--- config.mk ---
export PLATFORM = sky130hd
export DESIGN_NAME = sample_history_ring_minmax
export DESIGN_NICKNAME = d
export VERILOG_FILES = /design/src/hw/rtl/shrm_pkg.sv /design/src/hw/rtl/shrm_ram.sv /design/src/hw/rtl/shrm_front.sv /design/src/hw/rtl/shrm_out_fifo.sv /design/src/hw/rtl/shrm_back.sv /design/src/hw/rtl/sample_history_ring_minmax.sv
export SDC_FILE = /design/constraint.sdc
export NUM_CORES = 2
export LEC_CHECK = 0
export BUFFER_PORTS_ARGS = -buffer_cell sky130_fd_sc_hd__buf_2
export CORE_MARGIN = 8
export CORE_UTILIZATION = 25
export CTS_BUF_LIST = sky130_fd_sc_hd__clkbuf_4
export DETAILED_ROUTE_END_ITERATION = 10
export PLACE_DENSITY = 0.41
export SYNTH_ARGS = -nofsm -noshare
export SYNTH_HDL_FRONTEND = slang
export SYNTH_SLANG_ARGS = --single-unit
--- constraint.sdc ---
create_clock -name clk -period 9.5 [get_ports clk]
set_clock_uncertainty 0.2 [all_clocks]
set_input_delay 1.9 -clock clk [delete_from_list [all_inputs] [get_ports clk]]
set_output_delay 1.9 -clock clk [all_outputs]
set_load 0.01 [all_outputs]
--- src/hw/rtl/shrm_pkg.sv ---
// Shared types, constants and helpers for the sample history ring with min/max.
package shrm_pkg;

  // Store geometry and sample width
  localparam int DEPTH       = 64;
  localparam int SAMPLE_BITS = 32;
  localparam int SAMP_W      = (SAMPLE_BITS < 32) ? SAMPLE_BITS : 32;
  localparam int PTR_W       = $clog2(DEPTH);
  localparam int FILL_W      = $clog2(DEPTH + 1);

  // Fixed field widths of the channels
  localparam int REQ_W = 2;
  localparam int VAL_W = 32;
  localparam int CNT_W = 7;

  // Queue depths between the parts
  localparam int CQ_DEPTH = 2;
  localparam int CQ_PTR_W = $clog2(CQ_DEPTH);
  localparam int CQ_CNT_W = $clog2(CQ_DEPTH + 1);
  localparam int OQ_DEPTH = 4;
  localparam int OQ_PTR_W = $clog2(OQ_DEPTH);
  localparam int OQ_CNT_W = $clog2(OQ_DEPTH + 1);

  // Extremes after a clear
  localparam logic signed [SAMP_W-1:0] SAMP_MAX_POS = {1'b0, {(SAMP_W - 1){1'b1}}};
  localparam logic signed [SAMP_W-1:0] SAMP_MAX_NEG = {1'b1, {(SAMP_W - 1){1'b0}}};

  // Request codes as they arrive on the input channel
  localparam logic [REQ_W-1:0] REQ_APPEND = 2'd0;
  localparam logic [REQ_W-1:0] REQ_SNAP   = 2'd1;
  localparam logic [REQ_W-1:0] REQ_READ   = 2'd2;
  localparam logic [REQ_W-1:0] REQ_CLEAR  = 2'd3;

  typedef enum logic [1:0] {
    OP_APPEND,
    OP_SNAP,
    OP_READ,
    OP_CLEAR
  } op_t;

  typedef enum logic {
    BK_IDLE,
    BK_SNAP
  } back_state_t;

  // Input item
  typedef struct packed {
    logic [REQ_W-1:0]        req_type;
    logic signed [VAL_W-1:0] sample_value;
    logic [CNT_W-1:0]        count_or_age;
  } in_item_t;

  // Result item
  typedef struct packed {
    logic signed [VAL_W-1:0] value_out;
    logic                    has_sample;
    logic                    is_last;
    logic signed [VAL_W-1:0] running_min;
    logic signed [VAL_W-1:0] running_max;
    logic [CNT_W-1:0]        fill_count;
  } out_item_t;

  // Decoded command handed from the front to the back
  typedef struct packed {
    op_t                      op;
    logic signed [SAMP_W-1:0] sample;
    logic [FILL_W-1:0]        cnt;     // clipped snapshot length or effective age
    logic                     age_ok;  // age within the store depth
  } cmd_t;

endpackage

--- src/hw/rtl/shrm_ram.sv ---
// Generic single-write, single-read RAM with registered read data.
module shrm_ram #(
  parameter int WIDTH = 32,
  parameter int DEPTH = 64
) (
  input  logic                     clk,
  input  logic                     we,
  input  logic [$clog2(DEPTH)-1:0] waddr,
  input  logic [WIDTH-1:0]         wdata,
  input  logic                     re,
  input  logic [$clog2(DEPTH)-1:0] raddr,
  output logic [WIDTH-1:0]         rdata
);

  logic [WIDTH-1:0] mem_r [DEPTH];
  logic [WIDTH-1:0] rdata_r;

  // Write port
  always_ff @(posedge clk) begin
    if (we) begin
      mem_r[waddr] <= wdata;
    end
  end

  // Registered read port
  always_ff @(posedge clk) begin
    if (re) begin
      rdata_r <= mem_r[raddr];
    end
  end

  assign rdata = rdata_r;

endmodule

--- src/hw/rtl/shrm_front.sv ---
// Front part: accepts input transactions, decodes them and queues commands.
module shrm_front (
  input  logic              clk,
  input  logic              rst_n,
  input  logic              in_push,
  output logic              in_full,
  input  shrm_pkg::in_item_t in_data,
  output logic              cmd_valid,
  output shrm_pkg::cmd_t    cmd,
  input  logic              cmd_take
);

  shrm_pkg::cmd_t                     cq_r [shrm_pkg::CQ_DEPTH];
  logic [shrm_pkg::CQ_PTR_W-1:0]      wr_ptr_r, wr_ptr_nxt;
  logic [shrm_pkg::CQ_PTR_W-1:0]      rd_ptr_r, rd_ptr_nxt;
  logic [shrm_pkg::CQ_CNT_W-1:0]      count_r, count_nxt;
  shrm_pkg::cmd_t                     dec;
  logic [shrm_pkg::FILL_W-1:0]        cnt_clip;
  logic                               acc;
  logic                               take;

  // Decode the request and clip the count to the store depth
  always_comb begin
    if (in_data.count_or_age > shrm_pkg::CNT_W'(shrm_pkg::DEPTH)) begin
      cnt_clip = shrm_pkg::FILL_W'(shrm_pkg::DEPTH);
    end else begin
      cnt_clip = in_data.count_or_age[shrm_pkg::FILL_W-1:0];
    end
    dec.sample = in_data.sample_value[shrm_pkg::SAMP_W-1:0];
    dec.cnt    = cnt_clip;
    dec.age_ok = (in_data.count_or_age <= shrm_pkg::CNT_W'(shrm_pkg::DEPTH));
    unique case (in_data.req_type)
      shrm_pkg::REQ_APPEND: dec.op = shrm_pkg::OP_APPEND;
      shrm_pkg::REQ_SNAP:   dec.op = shrm_pkg::OP_SNAP;
      shrm_pkg::REQ_READ: begin
        dec.op = shrm_pkg::OP_READ;
        // age zero addresses the oldest slot of a full store
        if (in_data.count_or_age == '0) begin
          dec.cnt = shrm_pkg::FILL_W'(shrm_pkg::DEPTH);
        end
      end
      default:              dec.op = shrm_pkg::OP_CLEAR;
    endcase
  end

  assign in_full   = (count_r == shrm_pkg::CQ_CNT_W'(shrm_pkg::CQ_DEPTH));
  assign acc       = in_push && !in_full;
  assign cmd_valid = (count_r != '0);
  assign take      = cmd_take && cmd_valid;
  assign cmd       = cq_r[rd_ptr_r];

  // Advance queue pointers and count
  always_comb begin
    wr_ptr_nxt = wr_ptr_r;
    rd_ptr_nxt = rd_ptr_r;
    count_nxt  = count_r;
    if (acc) begin
      wr_ptr_nxt = (wr_ptr_r == shrm_pkg::CQ_PTR_W'(shrm_pkg::CQ_DEPTH - 1)) ?
                   '0 : wr_ptr_r + 1'b1;
    end
    if (take) begin
      rd_ptr_nxt = (rd_ptr_r == shrm_pkg::CQ_PTR_W'(shrm_pkg::CQ_DEPTH - 1)) ?
                   '0 : rd_ptr_r + 1'b1;
    end
    if (acc && !take) begin
      count_nxt = count_r + 1'b1;
    end else if (take && !acc) begin
      count_nxt = count_r - 1'b1;
    end
  end

  always_ff @(posedge clk) begin
    if (!rst_n) begin
      wr_ptr_r <= '0;
      rd_ptr_r <= '0;
      count_r  <= '0;
    end else begin
      wr_ptr_r <= wr_ptr_nxt;
      rd_ptr_r <= rd_ptr_nxt;
      count_r  <= count_nxt;
    end
  end

  // Hold queued commands
  always_ff @(posedge clk) begin
    if (acc) begin
      cq_r[wr_ptr_r] <= dec;
    end
  end

endmodule

--- src/hw/rtl/shrm_out_fifo.sv ---
// Result queue between the back part and the result channel.
module shrm_out_fifo (
  input  logic                          clk,
  input  logic                          rst_n,
  input  logic                          res_push,
  input  shrm_pkg::out_item_t           res_data,
  output logic [shrm_pkg::OQ_CNT_W-1:0] oq_count,
  output logic                          out_empty,
  input  logic                          out_pop,
  output shrm_pkg::out_item_t           out_data
);

  shrm_pkg::out_item_t                oq_r [shrm_pkg::OQ_DEPTH];
  logic [shrm_pkg::OQ_PTR_W-1:0]      wr_ptr_r, wr_ptr_nxt;
  logic [shrm_pkg::OQ_PTR_W-1:0]      rd_ptr_r, rd_ptr_nxt;
  logic [shrm_pkg::OQ_CNT_W-1:0]      count_r, count_nxt;
  logic                               pop;

  assign out_empty = (count_r == '0);
  assign pop       = out_pop && !out_empty;
  assign out_data  = oq_r[rd_ptr_r];
  assign oq_count  = count_r;

  // Advance pointers; the back part only pushes when there is room
  always_comb begin
    wr_ptr_nxt = wr_ptr_r;
    rd_ptr_nxt = rd_ptr_r;
    count_nxt  = count_r;
    if (res_push) begin
      wr_ptr_nxt = (wr_ptr_r == shrm_pkg::OQ_PTR_W'(shrm_pkg::OQ_DEPTH - 1)) ?
                   '0 : wr_ptr_r + 1'b1;
    end
    if (pop) begin
      rd_ptr_nxt = (rd_ptr_r == shrm_pkg::OQ_PTR_W'(shrm_pkg::OQ_DEPTH - 1)) ?
                   '0 : rd_ptr_r + 1'b1;
    end
    if (res_push && !pop) begin
      count_nxt = count_r + 1'b1;
    end else if (pop && !res_push) begin
      count_nxt = count_r - 1'b1;
    end
  end

  always_ff @(posedge clk) begin
    if (!rst_n) begin
      wr_ptr_r <= '0;
      rd_ptr_r <= '0;
      count_r  <= '0;
    end else begin
      wr_ptr_r <= wr_ptr_nxt;
      rd_ptr_r <= rd_ptr_nxt;
      count_r  <= count_nxt;
    end
  end

  // Hold queued results
  always_ff @(posedge clk) begin
    if (res_push) begin
      oq_r[wr_ptr_r] <= res_data;
    end
  end

endmodule

--- src/hw/rtl/shrm_back.sv ---
// Back part: executes commands against the sample store and running extremes.
module shrm_back (
  input  logic                          clk,
  input  logic                          rst_n,
  input  logic                          cmd_valid,
  input  shrm_pkg::cmd_t                cmd,
  output logic                          cmd_take,
  input  logic [shrm_pkg::OQ_CNT_W-1:0] oq_count,
  output logic                          res_push,
  output shrm_pkg::out_item_t           res_data
);

  shrm_pkg::back_state_t              state_r, state_nxt;
  logic [shrm_pkg::PTR_W-1:0]         wp_r, wp_nxt;
  logic                               full_r, full_nxt;
  logic signed [shrm_pkg::SAMP_W-1:0] min_r, min_nxt;
  logic signed [shrm_pkg::SAMP_W-1:0] max_r, max_nxt;
  logic [shrm_pkg::PTR_W-1:0]         rp_r, rp_nxt;
  logic [shrm_pkg::FILL_W-1:0]        left_r, left_nxt;
  logic                               rd_pend_r, rd_pend_nxt;
  logic                               rd_last_r, rd_last_nxt;

  logic [shrm_pkg::FILL_W-1:0]        fill;
  logic [shrm_pkg::FILL_W-1:0]        fill_after;
  logic [shrm_pkg::FILL_W-1:0]        snap_len;
  logic [shrm_pkg::FILL_W-1:0]        back_sel;
  logic [shrm_pkg::FILL_W:0]          back_sum;
  logic [shrm_pkg::PTR_W-1:0]         back_addr;
  logic [shrm_pkg::OQ_CNT_W:0]        oq_load;
  logic                               room;
  logic                               read_ok;

  logic                               ram_we;
  logic                               ram_re;
  logic [shrm_pkg::PTR_W-1:0]         ram_raddr;
  logic [shrm_pkg::SAMP_W-1:0]        ram_rdata;

  logic signed [shrm_pkg::SAMP_W-1:0] res_val;
  logic                               res_has;
  logic                               res_last;

  shrm_ram #(
    .WIDTH (shrm_pkg::SAMP_W),
    .DEPTH (shrm_pkg::DEPTH)
  ) u_store (
    .clk   (clk),
    .we    (ram_we),
    .waddr (wp_r),
    .wdata (cmd.sample),
    .re    (ram_re),
    .raddr (ram_raddr),
    .rdata (ram_rdata)
  );

  // Fill level and the slot a given distance behind the write pointer
  always_comb begin
    fill     = full_r ? shrm_pkg::FILL_W'(shrm_pkg::DEPTH) : shrm_pkg::FILL_W'(wp_r);
    snap_len = (cmd.cnt < fill) ? cmd.cnt : fill;
    read_ok  = cmd.age_ok && (cmd.cnt <= fill);
    back_sel = (cmd.op == shrm_pkg::OP_SNAP) ? snap_len : cmd.cnt;
    back_sum = (shrm_pkg::FILL_W + 1)'(wp_r) + (shrm_pkg::FILL_W + 1)'(shrm_pkg::DEPTH)
             - (shrm_pkg::FILL_W + 1)'(back_sel);
    if (back_sum >= (shrm_pkg::FILL_W + 1)'(shrm_pkg::DEPTH)) begin
      back_addr = shrm_pkg::PTR_W'(back_sum - (shrm_pkg::FILL_W + 1)'(shrm_pkg::DEPTH));
    end else begin
      back_addr = shrm_pkg::PTR_W'(back_sum);
    end
    oq_load = (shrm_pkg::OQ_CNT_W + 1)'(oq_count) + (shrm_pkg::OQ_CNT_W + 1)'(rd_pend_r);
    room    = (oq_load < (shrm_pkg::OQ_CNT_W + 1)'(shrm_pkg::OQ_DEPTH));
  end

  // Next state and datapath control
  always_comb begin
    state_nxt   = state_r;
    wp_nxt      = wp_r;
    full_nxt    = full_r;
    min_nxt     = min_r;
    max_nxt     = max_r;
    rp_nxt      = rp_r;
    left_nxt    = left_r;
    rd_pend_nxt = 1'b0;
    rd_last_nxt = rd_last_r;
    cmd_take    = 1'b0;
    ram_we      = 1'b0;
    ram_re      = 1'b0;
    ram_raddr   = rp_r;
    res_push    = 1'b0;
    res_val     = '0;
    res_has     = 1'b0;
    res_last    = 1'b1;

    // Deliver read data issued last cycle
    if (rd_pend_r) begin
      res_push = 1'b1;
      res_val  = ram_rdata;
      res_has  = 1'b1;
      res_last = rd_last_r;
    end

    unique case (state_r)
      shrm_pkg::BK_IDLE: begin
        if (cmd_valid && !rd_pend_r && room) begin
          cmd_take = 1'b1;
          unique case (cmd.op)
            shrm_pkg::OP_APPEND: begin
              ram_we   = 1'b1;
              if (cmd.sample > max_r) begin
                max_nxt = cmd.sample;
              end
              if (cmd.sample < min_r) begin
                min_nxt = cmd.sample;
              end
              if (wp_r == shrm_pkg::PTR_W'(shrm_pkg::DEPTH - 1)) begin
                wp_nxt   = '0;
                full_nxt = 1'b1;
              end else begin
                wp_nxt = wp_r + 1'b1;
              end
              res_push = 1'b1;
              res_val  = cmd.sample;
              res_has  = 1'b1;
            end
            shrm_pkg::OP_CLEAR: begin
              wp_nxt   = '0;
              full_nxt = 1'b0;
              min_nxt  = shrm_pkg::SAMP_MAX_POS;
              max_nxt  = shrm_pkg::SAMP_MAX_NEG;
              res_push = 1'b1;
            end
            shrm_pkg::OP_READ: begin
              if (read_ok) begin
                ram_re      = 1'b1;
                ram_raddr   = back_addr;
                rd_pend_nxt = 1'b1;
                rd_last_nxt = 1'b1;
              end else begin
                res_push = 1'b1;
              end
            end
            default: begin
              // snapshot: empty result, or start the oldest-first sweep
              if (snap_len == '0) begin
                res_push = 1'b1;
              end else begin
                rp_nxt    = back_addr;
                left_nxt  = snap_len;
                state_nxt = shrm_pkg::BK_SNAP;
              end
            end
          endcase
        end
      end
      default: begin
        // Issue one store read per cycle while the result queue has room
        if (room) begin
          ram_re      = 1'b1;
          ram_raddr   = rp_r;
          rd_pend_nxt = 1'b1;
          rd_last_nxt = (left_r == shrm_pkg::FILL_W'(1));
          rp_nxt      = (rp_r == shrm_pkg::PTR_W'(shrm_pkg::DEPTH - 1)) ? '0 : rp_r + 1'b1;
          left_nxt    = left_r - 1'b1;
          if (left_r == shrm_pkg::FILL_W'(1)) begin
            state_nxt = shrm_pkg::BK_IDLE;
          end
        end
      end
    endcase
  end

  // Result carries the extremes and fill level after this command
  always_comb begin
    fill_after           = full_nxt ? shrm_pkg::FILL_W'(shrm_pkg::DEPTH)
                                    : shrm_pkg::FILL_W'(wp_nxt);
    res_data.value_out   = shrm_pkg::VAL_W'(res_val);
    res_data.has_sample  = res_has;
    res_data.is_last     = res_last;
    res_data.running_min = shrm_pkg::VAL_W'(min_nxt);
    res_data.running_max = shrm_pkg::VAL_W'(max_nxt);
    res_data.fill_count  = shrm_pkg::CNT_W'(fill_after);
  end

  always_ff @(posedge clk) begin
    if (!rst_n) begin
      state_r   <= shrm_pkg::BK_IDLE;
      wp_r      <= '0;
      full_r    <= 1'b0;
      min_r     <= shrm_pkg::SAMP_MAX_POS;
      max_r     <= shrm_pkg::SAMP_MAX_NEG;
      rd_pend_r <= 1'b0;
    end else begin
      state_r   <= state_nxt;
      wp_r      <= wp_nxt;
      full_r    <= full_nxt;
      min_r     <= min_nxt;
      max_r     <= max_nxt;
      rd_pend_r <= rd_pend_nxt;
    end
  end

  // Sweep position and read tag need no reset
  always_ff @(posedge clk) begin
    rp_r      <= rp_nxt;
    left_r    <= left_nxt;
    rd_last_r <= rd_last_nxt;
  end

endmodule

--- src/hw/rtl/sample_history_ring_minmax.sv ---
// Top level of the sample history recorder with running min and max.
//
// Input channel (in_push / in_full / in_data): one transaction per request:
// append a sample, snapshot the newest n samples, read by age, or clear.
// A two-entry command queue lets the front keep accepting while the back works.
// Result channel (out_empty / out_pop / out_data): a four-entry result queue.
// Append, clear and read-by-age give one result; a snapshot gives one result
// per returned sample, oldest first, with is_last on the final one (one empty
// result if none is returned). An append or clear result is registered into the
// result queue on acceptance; a read-by-age that hits the store first passes
// through the registered store read. Appends and clears sustain one per cycle
// while the result queue has room; after a read-by-age or a snapshot, the back
// takes no new command until the single store read port delivers its last read.
// Reset (rst_n low, synchronous) empties both queues, zeroes the write
// pointer and fill level and sets the extremes to their empty values.
// The store contents are not cleared. When the receiver stalls, the result
// queue fills, the back part pauses, and the command queue then asserts in_full.
module sample_history_ring_minmax (
  input  logic                clk,
  input  logic                rst_n,
  input  logic                in_push,
  output logic                in_full,
  input  shrm_pkg::in_item_t  in_data,
  output logic                out_empty,
  input  logic                out_pop,
  output shrm_pkg::out_item_t out_data
);

  logic                          cmd_valid;
  logic                          cmd_take;
  shrm_pkg::cmd_t                cmd;
  logic [shrm_pkg::OQ_CNT_W-1:0] oq_count;
  logic                          res_push;
  shrm_pkg::out_item_t           res_data;

  shrm_front u_front (
    .clk       (clk),
    .rst_n     (rst_n),
    .in_push   (in_push),
    .in_full   (in_full),
    .in_data   (in_data),
    .cmd_valid (cmd_valid),
    .cmd       (cmd),
    .cmd_take  (cmd_take)
  );

  shrm_back u_back (
    .clk       (clk),
    .rst_n     (rst_n),
    .cmd_valid (cmd_valid),
    .cmd       (cmd),
    .cmd_take  (cmd_take),
    .oq_count  (oq_count),
    .res_push  (res_push),
    .res_data  (res_data)
  );

  shrm_out_fifo u_out (
    .clk       (clk),
    .rst_n     (rst_n),
    .res_push  (res_push),
    .res_data  (res_data),
    .oq_count  (oq_count),
    .out_empty (out_empty),
    .out_pop   (out_pop),
    .out_data  (out_data)
  );

endmodule

=== Word-level counts from Yosys, hierarchy flattened ===
Memory sizes are Yosys's and may differ from the RTL's. A register that Yosys moved wholly into a read port is not among the register bits.
Cells that the tools add are included.

* Muxes and demuxes: 93
* Reductions and logical operators: 32
* Order comparisons: 8
* Equal/unequal tests: 14
* $add $sub $neg: 15

{| class="wikitable"
|+ Operators by type and width
! operator !! number
|-
| 2-to-1 mux 32 bit || 10
|-
| one-hot mux 32 bit (2 select lines) || 2
|-
| 2-to-1 mux 6 bit || 14
|-
| 2-to-1 mux 7 bit || 12
|-
| 2-to-1 mux 1 bit || 43
|-
| greater-than comparator 32 bit || 1
|-
| less-than comparator 32 bit || 1
|-
| zero test 7 bit || 2
|-
| adder 6 x 1 -> 6 bit (second input constant) || 2
|-
| equality test 2 bit (second input constant) || 6
|-
| equality test 6 bit (second input constant) || 2
|-
| 2-to-1 mux 2 bit || 6
|-
| one-hot mux 6 bit (2 select lines) || 1
|-
| nonzero test 2 bit || 6
|-
| logical AND 1 bit || 10
|-
| adder 6 x 7 -> 8 bit (second input constant) || 1
|-
| greater-or-equal comparator 8 x 7 -> 1 bit (second input constant) || 1
|-
| AND reduction 4 bit || 2
|-
| subtractor 8 x 7 -> 8 bit || 1
|-
| equality test 7 x 1 -> 1 bit (second input constant) || 1
|-
| greater-than comparator 7 bit (second input constant) || 1
|-
| less-or-equal comparator 7 bit || 1
|-
| less-or-equal comparator 7 bit (second input constant) || 1
|-
| zero test 1 bit || 7
|-
| 20 further kinds || 28
|}

* Bits of input ports: 45
* Output and inout port bits: 107
* Register bits: 98
* Bits in writable memories: 2552
* Logic and storage cells: 180
* Memories kept: 3

{| class="wikitable"
|+ Memory list
! name !! words !! width !! rd ports !! clocked after Yosys merged registers in !! wr ports !! line !! source
|-
| u_back.u_store.mem_r || 64 || 32 || 1 || 1 || 1 || shrm_ram.sv:15 || <nowiki>logic [WIDTH-1:0] mem_r [DEPTH];</nowiki>
|-
| u_out.oq_r || 4 || 105 || 1 || 1 || 1 || shrm_out_fifo.sv:13 || <nowiki>shrm_pkg::out_item_t oq_r [shrm_pkg::OQ_DEPTH];</nowiki>
|-
| u_front.cq_r || 2 || 42 || 1 || 1 || 1 || shrm_front.sv:13 || <nowiki>shrm_pkg::cmd_t cq_r [shrm_pkg::CQ_DEPTH];</nowiki>
|}

=== Depth between registers and ports, before layout ===
* Depth in word-level cells: 12
* Depth in mapped cells: 26
* Gate-level depth less buffers: 23

=== Modules after synthesis ===
A second synthesis with hierarchy kept.

* Cell total of the unflattened synthesis: 4836
* Area, all modules: 104378.9 um^2

{| class="wikitable"
|+ Modules (own cells, without submodules)
! module !! times used !! sequential area each (um^2) !! area each (um^2) !! cells an instance
|-
| shrm_ram || 1 || 62459.9 || 78835.6 || 3324
|-
| shrm_out_fifo || 1 || 12792.3 || 15607.5 || 594
|-
| shrm_back || 1 || 1881.8 || 6602.6 || 748
|-
| shrm_front || 1 || 2622.5 || 3333.2 || 170
|}

=== Worst setup path before layout ===
OpenSTA, ideal clock, no wires.

* Kind: reg2reg
* Start: register (tool-made name)
* End: memory u_out.oq_r[0][0] in the netlist's numbering (enable)
* Required time: 8.717 ns
* Buffers on the path: 2
* Path slack: 0.976 ns
* Arrival: 7.741 ns
* Period minus slack after synthesis: 8.524 ns
* Stages on the path, launching flop included: 14
* Path through: dfxtp_1 -> buf_6 -> buf_6 -> mux2_2 -> ha_1 -> a21o_1 -> a41oi_1 -> nand2_1 -> nor2_1 -> and3_1 -> o21ai_0 -> o41ai_1 -> a31oi_1 -> nor2b_1

{| class="wikitable"
|+ RTL lines
! item !! line
|-
| end: declaration || shrm_out_fifo.sv:13
|}

==> results.cfg <==
[run_status]
status = complete, no violations

[detailed_routing]
routed_wl_um = 366000
drc = 0
drt_iter0_markers = 6018
routedWlPerCell_um = 27.8
postRouteAntennaNets = 0
vias = 62500
via_per_inst = 4.74
firstDrtPassIters = 7

[timing]
slew_headroom_pct = 4.77
rsz0062_at_grt = false
fin_setup_tns_ns = 0
hold_viol = 0
fin_crit_sh_pct = 85.2
fin_crit_ns = 8.09
max_clock_freq_mhz = 124
maxSlewViolCount = 0
worst_slew_pin_slew_ns = 1.42
setup_viol = 0

[setup_path]
path_class = flip-flop to flip-flop
crit_buf_inv = 5
cp_cell_sequence = buf_4, mux2_2, ha_1, a41oi_1, nand2_1, nor2_1, o21ai_0, or2_2, o21a_1, fa_1, inv_1, a21o_1, a21oi_1, xor2_1, nor2_1, a21o_1, buf_4, and2_1, buf_4, a211oi_2, buf_6, a21oi_1, a211oi_2
worst_setup_path_end_kind = flip-flop
crit_top_cell = buf_4
crit_end = u_back.u_store.rdata[11]
worstPathArrival_ns = 9.06
cp_max_fo = 23
cp.depth = 23
cp.required_ns = 10.46
worstRegToRegCells = 23
r2r_slack_ns = 1.41
start_kind = flip-flop
worst_path_max_delay_cell = a21oi_1
cp_top_family = compound AO/OA/AOI/OAI gates
worst_r2r_endpoint = u_back.u_store.rdata[11]
worst_path_largest_cell_delay_ns = 0.90

[synthesis]
ys_seq_area_share_pct = 75.0
async_reset_ff_share_pct = 0
postSynthAreaPerCell_um2 = 17.3
synth-seq-cells = 2685
yosysWarningCount = 0
synth_edf_count = 2598
syn_area_mm2 = 0.106
syn-num-nets = 6294
synth_top_flop_cell = edfxtp_1
postSynthCellCount = 6158
synthDistinctLibCells = 89

[power]
p_per_area_mw_per_mm2 = 298
p_leak_nw = 41.0
ir_worst_vdd_v = 0.000197

[clock_network]
cts-resized-gates = 0
tritoncts = done
post_cts_buffers = 0
cts_sinks = 2685
htreeDepth = 6
clock_latency_ns = 1.55
cts_buffer_depth = 4
clock-root-buffer = clkbuf_4
cts-buffers-inserted = 728
ctsHoldBuffers = 0
path_clk_slew_ns = 0.07

[die]
ios = 152
core-area_mm2 = 0.424
start_util_pct = 25.1
std_cell_rows = 239
die_w_um = 668
die_area_mm2 = 0.447
die_y_um = 668

[placed_design]
hpwl_um = 210000
port_buffers = 151
place.gp.congestion = 0.791
place_area_mm2 = 0.116

[grt]
grt_pass1_wl_um = 505000
grt_usage_pct = 15.8
antenna_found_initial = 29
grt_remaining_overflow = 0
first_global_vias = 63300
grt_max_degree = 105

[layout]
drive_gt1_share_pct = 28.5
area.growth.synth_to_final_pct = 17.8
fin_area_mm2 = 0.125
num-nets-final = 7083

[worst_hold_path]
hp-class = flip-flop to flip-flop
min-delay-start = u_back.max_r[0]

[job]
drv_cap = 0
[cell usage in the layout, fill, tap and decap left out, types with 90 or more instances in the layout]
cell | netlist | final
o211ai_1 | 131 | 131
nand2_1 | 777 | 773
mux2i_1 | 279 | 273
buf_2 | 78 | 153
a21oi_1 | 407 | 402
o22ai_1 | 102 | 101
clkbuf_4 | 0 | 1093
buf_4 | 35 | 232
clkinv_1 | 1 | 128
edfxtp_1 | 2598 | 2598
a2111oi_0 | 102 | 100
mux4_2 | 326 | 326
inv_1 | 122 | 90
[cells in the mapped netlist, types with 6 or more instances]
cell       number  share of area (%)
a2111o_1        9              0.095
a2111oi_0     102               0.84
a2111oi_1      15               0.14
a211oi_1       33               0.23
a211oi_2       10               0.12
a21o_1         36               0.25
a21oi_1       407                1.9
a222oi_1       11               0.10
a31oi_1         7              0.041
a41oi_1         6              0.049
and2_1         13              0.076
and3_1          6              0.035
buf_1          43               0.15
buf_2          78               0.37
buf_4          35               0.25
buf_6          29               0.31
buf_8           6              0.085
clkbuf_1      172               0.61
dfxtp_1        87                1.6
edfxtp_1     2598                 73
ha_1           89                1.0
inv_1         122               0.43
mux2_2         27               0.29
mux2i_1       279                2.6
mux4_2        326                6.9
nand2_1       777                2.7
nand2b_1       15              0.088
nand3_1        27               0.13
nand4_1        21               0.12
nor2_1        119               0.42
nor2b_1        19               0.11
nor3_1         54               0.25
nor3b_1        22               0.16
nor4_1         45               0.26
o211ai_1      131               0.92
o21a_1          6              0.042
o21ai_0        58               0.27
o221ai_1       37               0.30
o22a_1         37               0.30
o22ai_1       102               0.60
o32ai_1        31               0.26
or3_1          13              0.076
or4_1          10              0.071
xnor2_1        10              0.082
xor2_1          9              0.074
[sequential cells by signal (all words and copies together), names as in the netlist, 2 cells and up, named ones only]
signal                flops
u_back.u_store.rdata     32
u_back.left_r             7
u_back.wp_r               6
u_out.oq_count            3
u_out.oq_r              420
u_out.wr_ptr_r            2
u_back.u_store.mem_r   2048
u_back.rp_r               6
u_front.cq_r             84
u_back.min_r             32
u_front.count_r           2
u_back.max_r             32
u_out.rd_ptr_r            2
[cells by family (layout without fill, tap and decap cells)]
| logic type | after synthesis | after routing | synth area share [%] |
|---|---|---|---|
| other | 0 | 18 | 0 |
| XOR/XNOR | 21 | 21 | 0.198 |
| AND/OR/NAND/NOR | 1161 | 1161 | 4.74 |
| multiplexers | 637 | 637 | 9.91 |
| AO/OA/AOI/OAI | 1070 | 1070 | 6.81 |
| adder cells (fa/ha/maj) | 91 | 91 | 1.08 |
| flip-flops | 2685 | 2685 | 75.0 |
| buffers and inverters | 493 | 1845 | 2.26 |
[metrics by stage]
stage | hold slack [ns] | setup WS [ns] | instances | util [%] | power, mW
after detailed placement | 0.291 | 1.52 | 11900 | 27.3 | 27.2
after global routing | 0.125 | 1.12 | 13200 | 29.5 | 39.0
after floorplan | 0.266 | 0.976 | 6158 | - | 21.3
after CTS | 0.0606 | 1.40 | 13200 | 29.5 | 37.9
final | 0.310 | 1.41 | 13200 | 29.6 | 37.3
after global placement | 0.286 | 0.476 | 11900 | 27.3 | 27.0
[tightest hold or removal path: cells and delay by family, from the launching register on]
family | cells | cell delay (ns)
AND/OR/NAND/NOR | 1 | 0.06
AO/OA/AOI/OAI | 1 | 0.06
flip-flops | 1 | 0.34
[report_power, final]
group / switching, mW / internal (mW) / leakage, nW
logic: 8.30 / 3.48 / 11.2
clock network: 4.96 / 5.59 / 5.62
registers: 0.286 / 14.7 / 24.2
total: 13.5 / 23.8 / 41.0
[worst min path at each step]
stage	end	cells past startpoint
2_1_floorplan	u_back.max_r[0]	2
6_report	u_back.max_r[0]	2
3_5_place_dp	u_back.max_r[0]	2
3_3_place_gp	u_front.count_r[1]	2
5_1_grt	u_front.cq_r[1][9]	1
4_1_cts	u_front.cq_r[1][9]	1
[cell type report]
cell class	count	area [µm²]
diodes	18	45.0
clock buffers	1093	8210
clock inverters	200	1290
fillers	42300	298000
inverters	124	465
multi-input cells	2980	25100
flip-flops and latches	2685	79800
well taps	5663	7090
repair buffers	428	3300
[layer usage]
metal | global-route usage, % | part of all wire [%] | up-vias
li1 | - | - | 26700
met1 | 21.4 | 44 | 33100
met2 | 26.4 | 48 | 2212
met3 | 2.81 | 6.0 | 522
met4 | 4.07 | 2.2 | 20
met5 | 0 | 0.040 | -
Note: power is estimated with default switching activity, not from simulation.
